[src/rtl/sfcrc_pkg.sv]
// ----------------------------------------------------------------------------
// sfcrc_pkg
// Types, constants and the byte-wise CRC-16 function of the sensor frame
// decoder.
// ----------------------------------------------------------------------------
package sfcrc_pkg;

  localparam logic [15:0] CRC_INIT = 16'hFFFF;
  localparam logic [15:0] CRC_POLY = 16'hA001;

  // Byte positions within the eight-byte reply.
  localparam logic [2:0] POS_CRC_LOW  = 3'd6;
  localparam logic [2:0] POS_CRC_HIGH = 3'd7;

  localparam logic [7:0] MAG_MASK  = 8'h7F;
  localparam logic [7:0] SIGN_MASK = 8'h80;

  typedef enum logic [1:0] {
    STATUS_OK       = 2'd0,
    STATUS_BUS_FAIL = 2'd1,
    STATUS_CRC_FAIL = 2'd2
  } status_e;

  // One input word as held in the input register.
  typedef struct packed {
    logic [7:0] rx_byte;
    logic       frame_start;
    logic       request_failed;
  } in_word_t;

  // Frame state carried from word to word.
  typedef struct packed {
    logic [2:0]  byte_pos;
    logic [15:0] crc;
    logic [31:0] payload;
    logic [7:0]  crc_low;
  } frame_state_t;

  // Result of one word.
  typedef struct packed {
    logic        valid;
    status_e     status;
    logic [15:0] temperature;
    logic [15:0] humidity;
  } result_t;

  // Reflected CRC-16 over one byte, eight bit steps unrolled.
  function automatic logic [15:0] crc16_byte(input logic [15:0] crc, input logic [7:0] b);
    logic [15:0] c;
    c = crc ^ {8'h00, b};
    for (int i = 0; i < 8; i++) begin
      c = c[0] ? ((c >> 1) ^ CRC_POLY) : (c >> 1);
    end
    return c;
  endfunction

endpackage

[src/rtl/sfcrc_step.sv]
// ----------------------------------------------------------------------------
// sfcrc_step
// Combinational frame step: updates the frame state for one byte and forms
// the result on the last byte of a frame or on a bus failure.
// ----------------------------------------------------------------------------
module sfcrc_step (
  input  sfcrc_pkg::in_word_t     word_i,
  input  sfcrc_pkg::frame_state_t state_i,
  output sfcrc_pkg::frame_state_t state_o,
  output sfcrc_pkg::result_t      result_o
);
  import sfcrc_pkg::*;

  logic [2:0]  pos_eff;
  logic [15:0] crc_eff;
  logic [15:0] rcvd_crc;
  logic [7:0]  b2, b3, b4, b5;
  logic [15:0] mag;
  logic [15:0] temp;

  assign b2 = state_i.payload[31:24];
  assign b3 = state_i.payload[23:16];
  assign b4 = state_i.payload[15:8];
  assign b5 = state_i.payload[7:0];

  assign mag      = {(b4 & MAG_MASK), b5};
  assign temp     = ((b4 & SIGN_MASK) != 8'h00) ? (16'h0000 - mag) : mag;
  assign rcvd_crc = {word_i.rx_byte, state_i.crc_low};

  always_comb begin
    pos_eff  = word_i.frame_start ? 3'd0 : state_i.byte_pos;
    crc_eff  = word_i.frame_start ? CRC_INIT : state_i.crc;
    state_o  = state_i;
    result_o = '{valid: 1'b0, status: STATUS_OK, temperature: 16'h0000, humidity: 16'h0000};

    if (word_i.request_failed) begin
      state_o.byte_pos = 3'd0;
      state_o.crc      = CRC_INIT;
      result_o.valid   = 1'b1;
      result_o.status  = STATUS_BUS_FAIL;
    end else if (pos_eff < POS_CRC_LOW) begin
      state_o.byte_pos = pos_eff + 3'd1;
      state_o.crc      = crc16_byte(crc_eff, word_i.rx_byte);
      state_o.payload  = {state_i.payload[23:0], word_i.rx_byte};
    end else if (pos_eff == POS_CRC_LOW) begin
      state_o.byte_pos = POS_CRC_HIGH;
      state_o.crc      = crc_eff;
      state_o.crc_low  = word_i.rx_byte;
    end else begin
      state_o.byte_pos = 3'd0;
      state_o.crc      = CRC_INIT;
      result_o.valid   = 1'b1;
      if (rcvd_crc == crc_eff) begin
        result_o.status      = STATUS_OK;
        result_o.temperature = temp;
        result_o.humidity    = {b2, b3};
      end else begin
        result_o.status = STATUS_CRC_FAIL;
      end
    end
  end

endmodule

[src/rtl/sensor_frame_crc_decoder.sv]
// ----------------------------------------------------------------------------
// sensor_frame_crc_decoder
// Decoder for the eight-byte reply of a temperature and humidity sensor.
//
// The block takes the reply one byte per input word and runs a reflected
// CRC-16 (polynomial 0xA001, start value 0xFFFF) over bytes 0 to 5, then
// checks it against bytes 6 and 7, low byte first. On byte 7 it delivers one
// result word: status ok with humidity in tenths of a percent and signed
// temperature in tenths of a degree (converted from sign-magnitude), or a
// checksum failure with zero readings. A word with request_failed set aborts
// the frame and yields a bus-failure result at once; frame_start restarts
// the frame and takes its byte as byte 0. After byte 7 the next byte starts
// a new frame on its own. One word is accepted every cycle: each word is
// registered on input, and a single pass of combinational logic (the CRC
// update with its eight bit steps unrolled) runs between that register and
// the result register. The input stage stalls only while a result is held
// in the output register and the downstream side is not ready.
// ----------------------------------------------------------------------------
module sensor_frame_crc_decoder (
  input  logic               clk_i,
  input  logic               rst_ni,
  input  logic               in_valid_i,
  output logic               in_ready_o,
  input  logic [7:0]         rx_byte_i,
  input  logic               frame_start_i,
  input  logic               request_failed_i,
  output logic               out_valid_o,
  input  logic               out_ready_i,
  output logic [1:0]         status_o,
  output logic signed [15:0] temperature_tenths_o,
  output logic [15:0]        humidity_tenths_o
);
  import sfcrc_pkg::*;

  // Input register stage.
  logic     in_valid_q;
  in_word_t in_word_q;

  // Frame state.
  frame_state_t state_q, state_d;

  // Output register.
  logic        out_valid_q;
  status_e     status_q;
  logic [15:0] temp_q;
  logic [15:0] hum_q;

  result_t result;
  logic    proc;

  // The word in the input register is processed when the output register
  // is free or is being emptied in this cycle.
  assign proc       = in_valid_q && (!out_valid_q || out_ready_i);
  assign in_ready_o = !in_valid_q || proc;

  sfcrc_step u_step (
    .word_i   (in_word_q),
    .state_i  (state_q),
    .state_o  (state_d),
    .result_o (result)
  );

  always_ff @(posedge clk_i or negedge rst_ni) begin
    if (!rst_ni) begin
      in_valid_q <= 1'b0;
    end else if (in_ready_o) begin
      in_valid_q <= in_valid_i;
    end
  end

  always_ff @(posedge clk_i) begin
    if (in_valid_i && in_ready_o) begin
      in_word_q <= '{rx_byte: rx_byte_i, frame_start: frame_start_i,
                     request_failed: request_failed_i};
    end
  end

  always_ff @(posedge clk_i or negedge rst_ni) begin
    if (!rst_ni) begin
      state_q <= '{byte_pos: 3'd0, crc: CRC_INIT, payload: 32'h0, crc_low: 8'h00};
    end else if (proc) begin
      state_q <= state_d;
    end
  end

  always_ff @(posedge clk_i or negedge rst_ni) begin
    if (!rst_ni) begin
      out_valid_q <= 1'b0;
    end else if (proc) begin
      out_valid_q <= result.valid;
    end else if (out_ready_i) begin
      out_valid_q <= 1'b0;
    end
  end

  always_ff @(posedge clk_i) begin
    if (proc && result.valid) begin
      status_q <= result.status;
      temp_q   <= result.temperature;
      hum_q    <= result.humidity;
    end
  end

  assign out_valid_o          = out_valid_q;
  assign status_o             = status_q;
  assign temperature_tenths_o = signed'(temp_q);
  assign humidity_tenths_o    = hum_q;

  // A stall of the input side can only come from a held result.
  a_stall_cause: assert property (@(posedge clk_i) disable iff (!rst_ni)
    !in_ready_o |-> (in_valid_q && out_valid_q && !out_ready_i))
    else $error("input stalled without a held result");

  // A bus failure always restarts the frame.
  a_fail_restart: assert property (@(posedge clk_i) disable iff (!rst_ni)
    (proc && in_word_q.request_failed) |=>
      (state_q.byte_pos == 3'd0 && state_q.crc == CRC_INIT && out_valid_q))
    else $error("bus failure did not restart the frame");

  // Failure results carry zero readings.
  a_fail_zero: assert property (@(posedge clk_i) disable iff (!rst_ni)
    (out_valid_o && status_o != STATUS_OK) |->
      (temperature_tenths_o == 16'sd0 && humidity_tenths_o == 16'd0))
    else $error("failure result with nonzero readings");

endmodule

[config.mk]
export PLATFORM = sky130hd
export DESIGN_NAME = sensor_frame_crc_decoder
export DESIGN_NICKNAME = d
export VERILOG_FILES = /design/src/rtl/sfcrc_pkg.sv /design/src/rtl/sfcrc_step.sv /design/src/rtl/sensor_frame_crc_decoder.sv
export SDC_FILE = /design/constraint.sdc
export NUM_CORES = 1
export LEC_CHECK = 0
export CAP_MARGIN = 20
export CORE_ASPECT_RATIO = 1.2
export CORE_MARGIN = 5
export CORE_UTILIZATION = 38
export CTS_CLUSTER_DIAMETER = 200
export DETAILED_ROUTE_END_ITERATION = 12
export DONT_BUFFER_PORTS = 1
export PLACE_DENSITY = 0.49
export SLEW_MARGIN = 25
export SYNTH_ARGS = -nofsm -noshare
export SYNTH_HDL_FRONTEND = slang
export SYNTH_SLANG_ARGS = --single-unit
[constraint.sdc]
create_clock -name clk_i -period 4.3 [get_ports clk_i]
set_input_delay 0 -clock clk_i [delete_from_list [all_inputs] [get_ports clk_i]]
set_output_delay 0 -clock clk_i [all_outputs]
set_load 0.02 [all_outputs]
# --- Yosys cells after proc, flatten, opt, wreduce, memory -nomap -nowiden ---
# Index checks and enable logic that the tools add are counted.
totals:
  register_bits: 105
  input_bits: 14
  elab_cells: 66
classes:
  addsub: 2
  order_cmp: 1
  n_eq_ne: 2
  muxes: 21
  bitwise: 13
  reduce_logical: 13
op_table:
  columns: ["op", "n"]
  rows:
  - ["two-way mux 16 bit", 10]
  - ["two-way mux 35 bit", 2]
  - ["two-way mux 19 bit", 3]
  - ["two-way mux 32 bit", 1]
  - ["inverter 2 -> 3 bit", 8]
  - ["equality test 16 bit", 1]
  - ["subtractor 1 x 15 -> 16 bit (first input constant)", 1]
  - ["bitwise XOR 16 x 8 -> 16 bit", 1]
  - ["two-way mux 3 bit", 2]
  - ["OR reduction 5 bit", 1]
  - ["inverter 1 bit", 4]
  - ["AND reduction 4 bit", 1]
  - ["OR reduction 4 bit", 1]
  - ["adder 3 x 1 -> 3 bit (second input constant)", 1]
  - ["equality test 3 bit (second input constant)", 1]
  - ["logical AND 1 bit", 3]
  - ["less-than comparator 3 bit (second input constant)", 1]
  - ["AND reduction 3 bit", 1]
  - ["OR reduction 3 bit", 1]
  - ["logical NOT 1 bit", 2]
  - ["logical OR 1 bit", 2]
  - ["two-way mux 1 bit", 2]
  - ["two-way mux 2 bit", 1]
  - ["nonzero test 2 bit", 1]

# --- Logic depth before layout (Yosys ltp) ---
# Gate-level depths: netlist of run 1.
depth:
  ltp_word: 20
  mapped_depth: 9

# --- Cells and area by module ---
# From an unflattened synthesis of run 1, not the netlist that was laid out.
hier_totals:
  cells_unflattened: 554
  area_unflattened_um2: 5736.8
by_module_without_submodules:
  columns: ["mod", "n_inst", "cells_per_inst", "area_per_inst_um2", "seq_area_each_um2"]
  rows:
  - ["sensor_frame_crc_decoder", 1, 179, 3671.0, 2867.8]
  - ["sfcrc_step", 1, 375, 2065.7, 0.0]

# --- Worst setup path after synthesis of run 1 ---
# OpenSTA, ideal clock, no wires.
synth_timing:
  path_kind: "reg2reg"
  startpoint: "reg in_word_q[1] (netlist name)"
  endpoint: "reg hum_q[0], in the netlist humidity_tenths_o[0] (enable)"
  setup_ns: 0.425
  t_arrival_ns: 2.952
  path_slack_ns: 0.922
  stages_incl_launch_ff: 9
  n_path_buf: 3
  path_cell_list: "edfxtp_1 > buf_2 > buf_2 > buf_1 > nor2b_1 > ha_1 > nor2_1 > nor2_1 > nor2_1"
synth_between:
  elab_chain_len: 6
synth_rtl:
  columns: ["item", "line_no", "text"]
  rows:
  - ["from (decl)", "sensor_frame_crc_decoder.sv:37", "in_word_t in_word_q;"]
  - ["from (signal assigned)", "sensor_frame_crc_decoder.sv:73", "in_word_q <= '{rx_byte: rx_byte_i, frame_start: frame_start_i,"]
  - ["two-way mux 3 bit (*)", "sfcrc_step.sv:31", "pos_eff = word_i.frame_start ? 3'd0 : state_i.byte_pos;"]
  - ["branches (longest 2 deep; another with less-than comparator 3 bit)", null, null]
  - ["two-way mux 35 bit (*)", "sfcrc_step.sv:41", "end else if (pos_eff < POS_CRC_LOW) begin"]
  - ["two-way mux 3 bit (*)", "sfcrc_step.sv:36", "if (word_i.request_failed) begin"]
  - ["logical AND 1 bit (*)", "sensor_frame_crc_decoder.sv:97", "if (proc && result.valid) begin"]
  - ["to (signal assigned)", "sensor_frame_crc_decoder.sv:100", "hum_q <= result.humidity;"]
  - ["to (decl)", "sensor_frame_crc_decoder.sv:46", "logic [15:0] hum_q;"]
# Every way passes the cells marked *.
# A chain may end at the register's enable or synchronous reset.

# --- Worst setup path in the final report of run 1 ---
layout_timing:
  startpoint: "reg in_word_q[1] (netlist name)"
  endpoint: "reg temp_q[5], in the netlist temperature_tenths_o[5] (enable)"
layout_between:
  elab_chain_len: 6
layout_rtl:
  columns: ["item", "line_no", "text"]
  rows:
  - ["two-way mux 3 bit (*)", "sfcrc_step.sv:31", null]
  - ["branches (longest 2 deep; another with less-than comparator 3 bit)", null, null]
  - ["two-way mux 35 bit (*)", "sfcrc_step.sv:41", null]
  - ["two-way mux 3 bit (*)", "sfcrc_step.sv:36", null]
  - ["logical AND 1 bit (*)", "sensor_frame_crc_decoder.sv:97", null]
  - ["to (signal assigned)", "sensor_frame_crc_decoder.sv:99", "temp_q <= result.temperature;"]
  - ["to (decl)", "sensor_frame_crc_decoder.sv:45", "logic [15:0] temp_q;"]
# Marked as above.

==> impl_results.md, run 1 <==
- CP Launch Type: flop
- Setup TNS after final layout: 0 ns
- Ports placed on the boundary: 50
- Initial antenna violation count: 0
- Most numerous cell types in the synthesized netlist: sky130_fd_sc_hd__nand2_1 (105), sky130_fd_sc_hd__dfrtp_1 (45), sky130_fd_sc_hd__edfxtp_1 (44)
- Layout cells sized above 1: 0.114
- Post-synthesis async set-or-reset flop share: 0.581
- Detailed router's first-iteration violation count: 184
- Tmin final: 2.58 ns
- Height of the die: 136 um
- Wire length of the first global-routing pass: 17.3 mm
- Post-CTS sizing: 0
- Post-route design area: 5570 um2
- Share of power burned in the clock network: 0.292
- Sum of net half-perimeters after detailed placement: 6.84 mm
- Diode count: 0
- DRC: 0
- Non-filler instance count after layout: 638
- Number of vias after detailed routing: 3279
- Final-stage net count: 486
- Combinational fraction of design power: 0.185
- Final clock skew: 0.0102 ns
- Layout Utilization: 0.436
- Post-synthesis sequential area ratio: 0.575
- Antenna violation net count after detailed routing: 0
- Leakage: 2.34 nW
- Total GRT Usage: 0.143
- Root buffer selected by CTS: sky130_fd_sc_hd__clkbuf_16
- # placed instances: 608
- Maximum number of pins on one net before global-route repair: 62
- Kind of critical path: flop to flop
- Type of element capturing the critical path: flop
- EDFF count, synth: 44
- Placed Instance Area: 5130 um2
- Core area: 12800 um2
- Final Hold Violating Endpoints: 0
- Cts bufs inserted: 9
- Synthesized area per cell: 10.6 um2
- Arrival time of the worst setup path: 2.55 ns
- Path type of the worst min-delay path: input port to flop
- Length of the first detailed-routing pass in iterations: 6
- Transition time at the pin with the least slew margin: 0.928 ns
- Vias per cell: 5.14
- Final number of max-transition violations: 0
- Flip-flop and latch count after synthesis: 105
- Run status: completed
- Crit share post-route: 0.599
- Clock latency on the worst-skew pair: 0.35 ns
- Req. time, crit path: 4.27 ns
- Dominant register cell in the synthesized netlist: sky130_fd_sc_hd__dfrtp_1
- Number of hold-repair buffers added at the cts stage: 14
- Routability congestion estimate from global placement: 0.767
- Number of core rows: 45
- Internal power: 1.88 mW
- Most frequent cell after synthesis: sky130_fd_sc_hd__nand2_1
- IR drop worst, VDD: 207 uV
- Layout Area Growth over Synthesis: 11.6%
- Worst-path fanout max: 34
- Power dissipated by switching net loads: 0.855 mW
- Aggregate global routing overflow: 0
- Clock buffer depth: 2
- Total power density per cell area: 491 nW/um2
- Post-CTS Setup Inserts: 0
- Average routed wire per standard cell: 16.4 um
- CTS tree: done
- Number of unique standard cell types used by synthesis: 41
- Mapped Nets: 487
- Area share of the largest cell type after synthesis: 0.265
- H-tree lvl count: 3
- Clock slew at the register clock pins of the worst setup and hold paths: 0.08 ns
- DRT Wirelength: 10.5 mm
- Cell area after synthesis: 4990 um2
- Die footprint: 15500 um2
- Unrepaired setup endpoints after global routing: false
- Die W: 115 um
- TritonCTS sink count: 105
- Switching Share: 0.312
- Maximum clock frequency: 388 MHz
- Via count of the first global-routing pass: 3330
- Syn Inst Count: 470
- Library cell with the largest summed area after synthesis: sky130_fd_sc_hd__edfxtp_1
- Max-slew headroom: 0.380
- Largest cells by area after synthesis: sky130_fd_sc_hd__edfxtp_1 (26%), sky130_fd_sc_hd__dfrtp_1 (23%), sky130_fd_sc_hd__dfstp_2 (8.4%)
- IO Port Bufs: 0
- Reported max-cap violation count: 0
- Count of final setup violators: 0
- Reg power frac: 0.522
- Yosys warnings: 0
- Initial core utilization: 0.391
per-layer routing:
layer | GRT usage | vias up | share of wire
met5 | 0 | - | 0
met4 | 0.0541 | 0 | 0.016
met3 | 0.0250 | 10 | 0.025
met2 | 0.252 | 62 | 0.52
met1 | 0.172 | 1598 | 0.44
li1 | - | 1609 | -
state kept, by name, indices dropped and copies added (netlist names):
signal	count
state_q	59
in_word_q	10
status_o	2
temperature_tenths_o	16
in_valid_q	1
out_valid_o	1
humidity_tenths_o	16
power by group through the flow:
stage	Combinational [mW]	Clock (mW)	Sequential [mW]
2_1_floorplan	0.446	0	1.36
3_3_place_gp	0.482	0	1.45
3_5_place_dp	0.491	0	1.46
4_1_cts	0.518	0.824	1.43
5_1_grt	0.581	0.869	1.46
6_report	0.507	0.799	1.43
logic make-up (layout without fill, tap and decap cells):
| group | count (synthesis) | after routing | share of synthesized area |
|---|---|---|---|
| and+or+nand+nor | 205 | 205 | 0.193 |
| DFF | 105 | 105 | 0.575 |
| AOI/OAI and AO/OA | 63 | 63 | 0.0825 |
| xor gates and xnor gates | 50 | 50 | 0.0933 |
| buffers and inverters | 35 | 39 | 0.0288 |
| muxes | 9 | 9 | 0.0203 |
| adders and majority gates | 3 | 3 | 0.00752 |
critical path, stage by stage, from the launching register on:
cell and delay, ns:
sky130_fd_sc_hd__edfxtp_1 0.80, sky130_fd_sc_hd__nor2b_1 0.17, sky130_fd_sc_hd__ha_1 0.30, sky130_fd_sc_hd__nor2_1 0.11
sky130_fd_sc_hd__nor2_1 0.08, sky130_fd_sc_hd__nor2_4 0.72
placed cells by master (no fill, tap or decap), types with 4 or more instances in the layout:
cell | Yosys | layout
sky130_fd_sc_hd__nand3_1 | 6 | 6
sky130_fd_sc_hd__o41ai_1 | 4 | 4
sky130_fd_sc_hd__dlygate4sd3_1 | 0 | 13
sky130_fd_sc_hd__nand2b_1 | 6 | 6
sky130_fd_sc_hd__xor2_1 | 11 | 11
sky130_fd_sc_hd__buf_4 | 0 | 6
sky130_fd_sc_hd__mux2_2 | 9 | 9
sky130_fd_sc_hd__o21ai_0 | 14 | 14
sky130_fd_sc_hd__nand2_1 | 105 | 105
sky130_fd_sc_hd__dfrtp_1 | 45 | 45
sky130_fd_sc_hd__a21oi_1 | 22 | 22
sky130_fd_sc_hd__dfstp_2 | 16 | 16
sky130_fd_sc_hd__nor2_1 | 28 | 27
sky130_fd_sc_hd__nor3_1 | 10 | 8
sky130_fd_sc_hd__xnor2_1 | 37 | 37
sky130_fd_sc_hd__and3_1 | 32 | 32
sky130_fd_sc_hd__o32a_1 | 5 | 5
sky130_fd_sc_hd__o31ai_1 | 4 | 4
sky130_fd_sc_hd__clkbuf_16 | 0 | 9
sky130_fd_sc_hd__nor2b_1 | 4 | 4
sky130_fd_sc_hd__edfxtp_1 | 44 | 44
final timing paths:
check / startpoint / end / slack [ns] / cells after the start
max: in_word_q[1]$_DFFE_PP_ / temperature_tenths_o[5]$_SDFFCE_PP0P_ / 1.72 / 5
min in group asynchronous: rst_ni / state_q[5]$_DFFE_PN0P_ / 0.17 / 2
max reg2reg: in_word_q[1]$_DFFE_PP_ / temperature_tenths_o[5]$_SDFFCE_PP0P_ / 1.72 / 5
max in group asynchronous: rst_ni / state_q[44]$_DFFE_PN1P_ / 3.82 / 2
min: out_ready_i / in_valid_q$_DFFE_PN0N_ / 0.01 / 2
min reg2reg: state_q[37]$_DFFE_PN0P_ / state_q[37]$_DFFE_PN0P_ / 0.47 / 2
per-stage QoR:
stage / setup slack, ns / hold WS, ns / total power, mW
6_report: 1.72 / 0.0133 / 2.74
5_1_grt: 1.51 / 0.0289 / 2.91
4_1_cts: 1.68 / 0.00955 / 2.78
3_5_place_dp: 1.70 / -0.291 / 1.95
3_3_place_gp: 1.81 / -0.291 / 1.93
2_1_floorplan: 0.922 / -0.296 / 1.81
area by class of cell:
class	instances	area, um2
clock buffers	9	225
clock inverters	7	58.8
fillers	1225	7210
inverters	3	11.3
multi-input cells	330	2000
flip-flops and latches	105	2870
well taps	164	205
repair buffers	20	203
Power figures use the tool's default switching activity.
==> inputs of run 2 (changes only) <==
==> constraint.sdc (replaced) <==
create_clock -name clk_i -period 2.4 [get_ports clk_i]
set_input_delay 0 -clock clk_i [delete_from_list [all_inputs] [get_ports clk_i]]
set_output_delay 0 -clock clk_i [all_outputs]
set_load 0.02 [all_outputs]
==> run 2 against run 1 <==
Against the previous run:
- largest power group unchanged
- count of clock-buffer cells in the layout did not move
- total power rose by 80%
- wire length fell by 2.9%
- global-route usage fell by 0.33 points
- critical path type unchanged
- first-iteration DRC count fell by 1.1%
==> impl_results.md, run 2 (same netlist as run 1, synthesis figures left out) <==
- Run status: completed
- Register with the most flip-flops: state_q
- CP Launch Type: flop
- Layout Area Growth over Synthesis: 13.6%
- Final-stage net count: 491
- Maximum number of pins on one net before global-route repair: 62
- Arrival time of the worst setup path: 2.31 ns
- Initial core utilization: 0.391
- DRT Wirelength: 10.2 mm
- Height of the die: 136 um
- Number of core rows: 45
- Layout cells sized above 1: 0.125
- Unrepaired setup endpoints after global routing: false
- Initial antenna violation count: 0
- Post-CTS Setup Inserts: 0
- Core area: 12800 um2
- Diode count: 0
- Total buffers and inverters traversed by the critical path: 2
- Antenna violation net count after detailed routing: 0
- Clock slew at the register clock pins of the worst setup and hold paths: 0.08 ns
- Root buffer selected by CTS: sky130_fd_sc_hd__clkbuf_16
- Setup TNS after final layout: 0 ns
- Total power density per cell area: 870 nW/um2
- DRC: 0
- Type of element capturing the critical path: flop
- TritonCTS sink count: 105
- Tmin final: 2.10 ns
- Final clock skew: 0.00951 ns
- Cts bufs inserted: 9
- Critical path's largest stage delay: 0.43 ns
- Number of vias after detailed routing: 3287
- Cell repeated most along the worst path: sky130_fd_sc_hd__buf_12
- Ports placed on the boundary: 50
- Reported max-cap violation count: 0
- Length of the first detailed-routing pass in iterations: 4
- Die W: 115 um
- H-tree lvl count: 3
- Maximum clock frequency: 477 MHz
- Die footprint: 15500 um2
- Count of final setup violators: 0
- Most common cell after layout, fill and taps aside: sky130_fd_sc_hd__nand2_1
- Clock buffer depth: 2
- Routability congestion estimate from global placement: 0.793
- Critical path's slowest cell: sky130_fd_sc_hd__edfxtp_1
- Crit share post-route: 0.874
- Detailed router's first-iteration violation count: 182
- Max-slew headroom: 0.599
- Leakage: 2.37 nW
- Final number of max-transition violations: 0
- Highest-count cells in the layout ignoring fill and taps: sky130_fd_sc_hd__nand2_1 (105), sky130_fd_sc_hd__dfrtp_1 (45), sky130_fd_sc_hd__edfxtp_1 (44), sky130_fd_sc_hd__xnor2_1 (37), sky130_fd_sc_hd__and3_1 (32)
- Ordered list of cells on the worst path: buf_12, o41ai_1, o22ai_1, nor4_4, buf_12, and3_1
- Delay-heaviest family, CP: compound AO/OA/AOI/OAI gates
- Path type of the worst min-delay path: input port to flop
- IO Port Bufs: 0
- Vias per cell: 5.11
- Flip-flop count of the largest register after layout: 59
- Via count of the first global-routing pass: 3347
- Wire length of the first global-routing pass: 17.0 mm
- Average routed wire per standard cell: 15.8 um
- Aggregate global routing overflow: 0
- Kind of critical path: flop to flop
- CTS tree: done
- Final Hold Violating Endpoints: 0
- Req. time, crit path: 2.61 ns
- Worst-path fanout max: 40
- Transition time at the pin with the least slew margin: 0.601 ns
- Clock latency on the worst-skew pair: 0.35 ns
- Fill count: 1187
- Layout Utilization: 0.443
- Post-CTS sizing: 0
- IR drop worst, VDD: 369 uV
- Total GRT Usage: 0.139
- Sum of net half-perimeters after detailed placement: 6.67 mm
[run 2: cell count changes in the layout (fill, tap and decap cells not counted)]
cell                         delta
sky130_fd_sc_hd__clkinvlp_4     +2
sky130_fd_sc_hd__buf_4          +1
sky130_fd_sc_hd__buf_12         +4
sky130_fd_sc_hd__clkinv_8       +1
sky130_fd_sc_hd__clkinv_4       -1
sky130_fd_sc_hd__inv_8          +1
sky130_fd_sc_hd__inv_6          -2
sky130_fd_sc_hd__clkinv_1       -1
[run 2: path summary, 6_finish.rpt]
check | start | end | slack [ns] | depth (start not counted)
setup / recovery | in_word_q[1]$_DFFE_PP_ | temperature_tenths_o[1]$_SDFFCE_PP0P_ | 0.30 | 6
hold / removal | out_ready_i | in_valid_q$_DFFE_PN0N_ | 0.03 | 2
setup reg to reg | in_word_q[1]$_DFFE_PP_ | temperature_tenths_o[1]$_SDFFCE_PP0P_ | 0.30 | 6
hold reg to reg | state_q[38]$_DFFE_PN0P_ | state_q[38]$_DFFE_PN0P_ | 0.48 | 2
max in group asynchronous | rst_ni | state_q[52]$_DFFE_PN1P_ | 1.89 | 2
min in group asynchronous | rst_ni | state_q[6]$_DFFE_PN0P_ | 0.19 | 2
[run 2: report_power, final]
| group | leakage, nW | internal, mW | total [mW] | switching, mW |
|---|---|---|---|---|
| registers | 1.17 | 2.19 | 2.55 | 0.362 |
| logic | 1.07 | 0.479 | 0.940 | 0.461 |
| clock network | 0.139 | 0.733 | 1.44 | 0.708 |
[run 2: cell type report]
cell class / count / area, um2 / area share
Timing Repair Buffer: 25 / 290 / 0.0512
Inverter: 3 / 11.3 / 0.00199
Clock inverter: 7 / 71.3 / 0.0126
Sequential cell: 105 / 2870 / 0.506
Multi-Input combinational cell: 330 / 2000 / 0.352
Clock buffer: 9 / 225 / 0.0397
Tap cell: 164 / 205 / 0.0362
[run 2: timing repair]
| item | in CTS | in global routing |
|---|---|---|
| endpoints found under the hold margin | 73 | 0 |
| hold buffers | 14 | 0 |
| setup endpoints to repair | 0 | 0 |
[run 2: stage by stage]
step	hold WS, ns	setup slack [ns]	power (mW)	instances	cell area, um2
after floorplan	-0.296	0.0562	3.24	470	5000
after global placement	-0.291	0.293	3.49	613	5210
after detailed placement	-0.291	0.285	3.50	613	5210
after CTS	0.0215	0.271	5.01	643	5670
after global routing	0.0460	0.112	5.23	643	5670
final	0.0317	0.302	4.93	643	5670
[run 2: layer usage]
layer  track usage  vias up  routed length (um)
li1              -     1635                   -
met5             0        -                   0
met4        0.0667        0                 220
met2         0.237       72                5150
met3        0.0206       16                 302
met1         0.173     1564                4510
